[config.mk]
export PLATFORM = sky130hd
export DESIGN_NAME = pixel_format_to_argb8888
export DESIGN_NICKNAME = d
export VERILOG_FILES = /design/src/rtl/pf2argb_pkg.sv /design/src/rtl/pixel_format_to_argb8888.sv
export SDC_FILE = /design/constraint.sdc
export NUM_CORES = 1
export LEC_CHECK = 0
export BUFFER_PORTS_ARGS = -buffer_cell sky130_fd_sc_hd__buf_2
export CORE_UTILIZATION = 30
export CTS_BUF_LIST = sky130_fd_sc_hd__clkbuf_8 sky130_fd_sc_hd__clkbuf_16
export DETAILED_ROUTE_END_ITERATION = 10
export HOLD_SLACK_MARGIN = 0.15
export SLEW_MARGIN = 10
export SYNTH_ARGS = -nofsm -noshare
export SYNTH_HDL_FRONTEND = slang
export SYNTH_SLANG_ARGS = --single-unit
[constraint.sdc]
create_clock -name clk -period 3.55 [get_ports clk]
set_clock_uncertainty 0.2 [all_clocks]
set_input_delay 0.355 -clock clk [delete_from_list [all_inputs] [get_ports clk]]
set_output_delay 0.355 -clock clk [all_outputs]
set_load 0.02 [all_outputs]
[src/rtl/pf2argb_pkg.sv]
package pf2argb_pkg;

	// Source format codes of the configuration register.
	localparam logic [2:0] FMT_BGRA8   = 3'd0;
	localparam logic [2:0] FMT_RGB10A2 = 3'd1;
	localparam logic [2:0] FMT_RGBA16  = 3'd2;
	localparam logic [2:0] FMT_RGBA8   = 3'd3;

	// Conversion kind that travels down the pipeline with each pixel.
	typedef enum logic [1:0] {
		KIND_PASS = 2'd0,
		KIND_R10  = 2'd1,
		KIND_R16  = 2'd2,
		KIND_SWAP = 2'd3
	} kind_t;

	// Rounding offsets for the scale-to-8-bit arithmetic.
	localparam logic [17:0] RND10 = 18'd511;
	localparam logic [23:0] RND16 = 24'd32767;

endpackage

[src/rtl/pixel_format_to_argb8888.sv]
// A request accepted at a clock edge passes the stage 1, stage 2 and stage 3 registers before its result strobe.
// Throughput: one pixel per clock, set by the three-stage conversion pipeline.
// The receiver cannot stall, so busy stays low and the pipeline never holds.
// Reset clears the stage valid bits and sets the source format to BGRA8.
module pixel_format_to_argb8888 (
	input  logic        clk,
	input  logic        arst_n,
	input  logic        start,
	output logic        busy,
	input  logic [63:0] pixel_word,
	output logic        done,
	output logic [31:0] argb_pixel,
	input  logic        cfg_valid,
	output logic        cfg_ready,
	input  logic [2:0]  source_format
);

	logic [2:0] fmt_q;

	logic                 valid_s1;
	logic [63:0]          pixel_s1;
	pf2argb_pkg::kind_t   kind_s1;

	logic                 valid_s2;
	pf2argb_pkg::kind_t   kind_s2;
	logic [31:0]          pass_s2;
	logic                 alpha10_s2;
	logic [3:0][23:0]     sum16_s2;
	logic [2:0][17:0]     sum10_s2;

	logic                 valid_s3;
	pf2argb_pkg::kind_t   kind_s3;
	logic [31:0]          argb_s3;

	pf2argb_pkg::kind_t   kind_d;
	logic [31:0]          pass_d;
	logic [3:0][23:0]     sum16_d;
	logic [2:0][17:0]     sum10_d;
	logic [31:0]          argb_d;

	assign busy      = 1'b0;
	assign cfg_ready = 1'b1;

	// Configuration register.
	always_ff @(posedge clk or negedge arst_n) begin
		if (!arst_n) begin
			fmt_q <= pf2argb_pkg::FMT_BGRA8;
		end else if (cfg_valid && cfg_ready) begin
			fmt_q <= source_format;
		end
	end

	// Decode the format into a conversion kind; unknown codes pass through.
	always_comb begin
		unique case (fmt_q)
			pf2argb_pkg::FMT_RGB10A2: kind_d = pf2argb_pkg::KIND_R10;
			pf2argb_pkg::FMT_RGBA16:  kind_d = pf2argb_pkg::KIND_R16;
			pf2argb_pkg::FMT_RGBA8:   kind_d = pf2argb_pkg::KIND_SWAP;
			default:                  kind_d = pf2argb_pkg::KIND_PASS;
		endcase
	end

	// Stage 1: capture the pixel and its conversion kind.
	always_ff @(posedge clk or negedge arst_n) begin
		if (!arst_n) begin
			valid_s1 <= 1'b0;
		end else begin
			valid_s1 <= start && !busy;
		end
	end

	always_ff @(posedge clk) begin
		if (start && !busy) begin
			pixel_s1 <= pixel_word;
			kind_s1  <= kind_d;
		end
	end

	// Channel times 255 plus the rounding offset, for each channel independently.
	always_comb begin
		for (int i = 0; i < 4; i++) begin
			sum16_d[i] = ({pixel_s1[16*i +: 16], 8'h00} - {8'h00, pixel_s1[16*i +: 16]})
				+ pf2argb_pkg::RND16;
		end
		for (int i = 0; i < 3; i++) begin
			sum10_d[i] = ({pixel_s1[10*i +: 10], 8'h00} - {8'h00, pixel_s1[10*i +: 10]})
				+ pf2argb_pkg::RND10;
		end
	end

	// Byte-level formats: red/blue swap or forced opaque alpha.
	always_comb begin
		if (kind_s1 == pf2argb_pkg::KIND_SWAP) begin
			pass_d = {pixel_s1[31:24], pixel_s1[7:0], pixel_s1[15:8], pixel_s1[23:16]};
		end else begin
			pass_d = {8'hFF, pixel_s1[23:0]};
		end
	end

	// Stage 2: scaled sums and the byte-level result.
	always_ff @(posedge clk or negedge arst_n) begin
		if (!arst_n) begin
			valid_s2 <= 1'b0;
		end else begin
			valid_s2 <= valid_s1;
		end
	end

	always_ff @(posedge clk) begin
		if (valid_s1) begin
			kind_s2    <= kind_s1;
			pass_s2    <= pass_d;
			alpha10_s2 <= |pixel_s1[31:30];
			sum16_s2   <= sum16_d;
			sum10_s2   <= sum10_d;
		end
	end

	// Take the high bits of each sum and pack alpha, red, green, blue; other kinds pass the byte-level result.
	always_comb begin
		case (kind_s2)
			pf2argb_pkg::KIND_R10: begin
				argb_d = {{8{alpha10_s2}}, sum10_s2[0][17:10], sum10_s2[1][17:10],
					sum10_s2[2][17:10]};
			end
			pf2argb_pkg::KIND_R16: begin
				argb_d = {sum16_s2[3][23:16], sum16_s2[0][23:16], sum16_s2[1][23:16],
					sum16_s2[2][23:16]};
			end
			default: begin
				argb_d = pass_s2;
			end
		endcase
	end

	// Stage 3: output register.
	always_ff @(posedge clk or negedge arst_n) begin
		if (!arst_n) begin
			valid_s3 <= 1'b0;
		end else begin
			valid_s3 <= valid_s2;
		end
	end

	always_ff @(posedge clk) begin
		if (valid_s2) begin
			kind_s3 <= kind_s2;
			argb_s3 <= argb_d;
		end
	end

	assign done       = valid_s3;
	assign argb_pixel = argb_s3;

`ifndef SYNTHESIS
	// Every accepted request yields its result after the stage 1, stage 2 and stage 3 registers.
	a_latency: assert property (@(posedge clk) disable iff (!arst_n)
		(start && !busy) |-> ##3 done)
		else $error("result missing three cycles after request");

	// No result appears without a matching earlier request.
	a_no_spurious: assert property (@(posedge clk) disable iff (!arst_n)
		done |-> $past(start && !busy, 3))
		else $error("result without matching request");

	// The 2-bit alpha of the 10-bit format expands to fully clear or fully opaque.
	a_r10_alpha: assert property (@(posedge clk) disable iff (!arst_n)
		(done && kind_s3 == pf2argb_pkg::KIND_R10) |->
		(argb_pixel[31:24] == 8'h00 || argb_pixel[31:24] == 8'hFF))
		else $error("10-bit format alpha not binary");

	// Pass-through formats always come out opaque.
	a_pass_alpha: assert property (@(posedge clk) disable iff (!arst_n)
		(done && kind_s3 == pf2argb_pkg::KIND_PASS) |-> argb_pixel[31:24] == 8'hFF)
		else $error("pass-through alpha not opaque");
`endif

endmodule

==> summary.txt <==
STA
  • Max-Slew Margin vs Limit: 0.425
  • RSZ-0062 raised after global routing: no
  • Final WS setup: 0.567 ns
  • Crit path time final: 2.98 ns
  • Sum Neg Setup Slack: 0 ns
  • Slew Viols, Final: 0
  • Fmax: about 340 MHz
  • Hold Slack: 0.289 ns
  • # setup viols final: 0
  • Period utilization: 0.840
  • Endpoints failing hold: 0
  • Measured slew at the worst slew-check pin: 0.861 ns

Die
  • Core ar.: 0.0329 mm2
  • Die X: around 190 um
  • I/O pin cnt: about 110
  • Row count: 66
  • DIE AREA: 0.0345 mm2
  • Die Y-Extent: around 190 um
  • Starting density of the core: 0.308

Global routing
  • Largest net degree at the start of global routing: 65
  • Initial antenna violation count: 0
  • Global-route wire length before repair: 36.6 mm
  • GRT overflow: 0
  • GRT Util Overall: 0.142
  • Vias in the first global route: about 6700

Synth
  • Synth top area share: 0.561
  • Largest family of logic cells by synthesized area: adder cells
  • Top FF cell, synth: edfxtp_1
  • Cell Area, Synth: 0.0101 mm2
  • Register area share after synthesis: 0.576
  • Mapped Cells: between 800 and 900
  • Mux share of post-synthesis cell area: 0.00767
  • Xor/xnor share of the synthesized area: 0.0424
  • Post-synthesis simple-gate area fraction: 0.0707
  • Ranking of synthesized cells by area: edfxtp_1 56%, ha_1 13%, o21ai_0 3.6%
  • Net Count, Synth: between 1000 and 1500
  • YS warnings: 0
  • Synth Area per Inst: 12.2 um2
  • Ys async rst share: 0.0308
  • Yosys cell types: 57
  • Cell type with the largest total area after synthesis: edfxtp_1
  • FF+latch count, synth: 195
  • Compound-Gate Fraction of Synth Area: 0.131
  • Synth Area in Adders: 0.132
  • Post-synth EDFFs: 189

Hold path
  • Hold depth: 1
  • Worst hold path type: primary input to flip-flop
  • Min-delay src: start
  • Hold EP: pixel_s1[52]$_DFFE_PP_

Routing
  • DR vias: 6815
  • Wirelength per Cell: 16.4 um
  • Initial DRC count: 505
  • Drt drc: 0
  • DR pass1 iterations: 5
  • Final wirelength: 23.8 mm
  • Via-to-Cell Ratio: 4.69
  • Antenna violation net count after detailed routing: 0

Setup path
  • Crit path max-delay family: compound AO/OA/AOI/OAI gates
  • R2R Path Start: pixel_s1[21]$_DFFE_PP_
  • CP max FO: 5
  • Worst r2r dst: sum16_s2[46]$_DFFE_PP_
  • R2R setup slack: 0.57 ns
  • Critical path type: flip-flop to flip-flop
  • WP buf/inv: 2
  • Worst Reg-to-Reg Cells: 10
  • Worst EP required: 3.53 ns
  • Worst setup SP type: flip-flop
  • Crit-path cells: inv_1, ha_1, inv_1, ha_1, and3b_1, a221oi_1, a21boi_1, nor2_2, a32oi_1, xor2_1
  • WP data arrival: 2.96 ns
  • Setup crit start: pixel_s1[21]$_DFFE_PP_
  • Crit path capture type: flip-flop
  • Worst path max stage delay: 0.46 ns
  • Slowest CP cell: edfxtp_1

Clocking
  • Clock-pin slew on the worst setup and hold paths: 0.08 ns
  • Htree depth: 4
  • Clock latency on the worst-skew pair: 0.44 ns
  • Total CTS buffers: 17
  • CTS tree: yes
  • Post-CTS sizing: 0
  • Clk buf depth: 2
  • Clk Tree Root Cell: clkbuf_16
  • CTS Sinks: 195

Placed design
  • GPL Wtd Cong: 0.840
  • Pre-CTS WS: 0.631 ns
  • DP Area: 0.0111 mm2
  • I/O Buffers: 103
  • Final HPWL DP: 17.6 mm

Pwr
  • Max rail drop VDD: 0.000265 V
  • Total power: 6.35 mW
  • LEAKAGE: 5.10 nW
  • PwrDens: 510 mW/mm2

Run
  • Max-cap violation count: 0

Layout
  • Filler Cells Inserted: roughly 3200
  • Layout cells sized above 1: 0.153
  • # nets final: 1174
  • Design Area, Final: 0.0125 mm2
  • ANT cells: 0
  • Layout area overhead: 23.1%

Outcome
  • Run status: completed
## flip-flops by register name, indices dropped and copies added (netlist names)
register	flops
pixel_s1	64
argb_pixel	32
pass_s2	32
sum16_s2	32
sum10_s2	24
fmt_q	3
kind_s1	2
kind_s2	2
alpha10_s2	1
done	1
valid_s1	1
valid_s2	1
## area by class of cell
| cell class | instances | area, um2 | area share |
|---|---|---|---|
| inverters | 73 | 274 | 0.0220 |
| clock inverters | 15 | 186 | 0.0150 |
| well taps | 442 | 553 | 0.0444 |
| repair buffers | 182 | 1300 | 0.104 |
| multi-input cells | 529 | 3890 | 0.312 |
| flip-flops and latches | 195 | 5830 | 0.468 |
| clock buffers | 17 | 425 | 0.0341 |
## report_power, final
part / internal, mW / switching, mW
clock: 1.02 / 0.956
sequential: 2.91 / 0.156
combinational: 0.562 / 0.752
total: 4.49 / 1.86
## through the flow
| stage | util | std cells |
|---|---|---|
| 4_1_cts | 0.379 | 1453 |
| 6_report | 0.379 | 1453 |
| 3_5_place_dp | 0.339 | 1349 |
| 2_1_floorplan | - | 829 |
| 3_3_place_gp | 0.339 | 1349 |
| 5_1_grt | 0.379 | 1453 |
## cells in the mapped netlist, types with 3 or more instances
| master | instances |
|---|---|
| nor2b_1 | 10 |
| a21o_1 | 17 |
| xnor2_1 | 33 |
| o21ai_0 | 72 |
| and3_1 | 3 |
| o21bai_1 | 3 |
| nand3_1 | 15 |
| fa_1 | 3 |
| clkbuf_1 | 29 |
| nand2_1 | 65 |
| inv_1 | 73 |
| ha_1 | 102 |
| nand4_1 | 3 |
| edfxtp_1 | 189 |
| o21a_1 | 14 |
| dfrtp_1 | 6 |
| a21oi_1 | 46 |
| a31oi_1 | 3 |
| nor3_1 | 10 |
| xor2_1 | 16 |
| nor2_1 | 31 |
| mux2_2 | 6 |
| a211oi_1 | 5 |
| a221oi_1 | 3 |
| a22oi_1 | 25 |
## cells in the final DEF (no fill, tap or decap), types with 6 or more instances in the layout
cell and n:
o21ai_0 72, a22oi_1 25, dlygate4sd3_1 72, a21o_1 17
mux2_2 6, nand2_1 65, buf_4 6, edfxtp_1 189
xor2_1 16, nor2b_1 10, nor2_1 31, inv_1 73
a21oi_1 46, xnor2_1 33, nand3_1 15, buf_2 103
clkbuf_16 17, ha_1 102, o21a_1 14, nor3_1 10
## logic make-up after synthesis
| group | Yosys count |
|---|---|
| other cells | 2 |
| buf+inv | 105 |
| xor+xnor | 49 |
| flops | 195 |
| mux | 7 |
| simple gates | 154 |
| fa+ha+maj | 105 |
| compound gates | 212 |
## how the worst max path moves through the flow
stage / to / slack, ns / cells past startpoint
3_5_place_dp: sum16_s2[43]$_DFFE_PP_ / 0.63 / 10
2_1_floorplan: alpha10_s2$_DFFE_PP_ / 0.75 / 0
4_1_cts: sum16_s2[44]$_DFFE_PP_ / 0.60 / 10
6_report: sum16_s2[46]$_DFFE_PP_ / 0.57 / 10
5_1_grt: sum16_s2[43]$_DFFE_PP_ / 0.41 / 10
3_3_place_gp: sum10_s2[53]$_DFFE_PP_ / 0.70 / 10
## routing by layer
metal | global-route usage | vias to the layer above | routed length (um)
met2 | 0.228 | 146 | 11000
met5 | 0 | - | 0
li1 | - | 3388 | -
met3 | 0.0213 | 20 | 936
met4 | 0.0407 | 0 | 324
met1 | 0.197 | 3261 | 11600
## what timing repair did
item | in CTS | in global routing
hold buffers | 72 | 0
setup buffers | 0 | 0
hold endpoints to repair | 73 | 0
setup endpoints to repair | 0 | 0
Note: power is estimated with default switching activity, not from simulation.
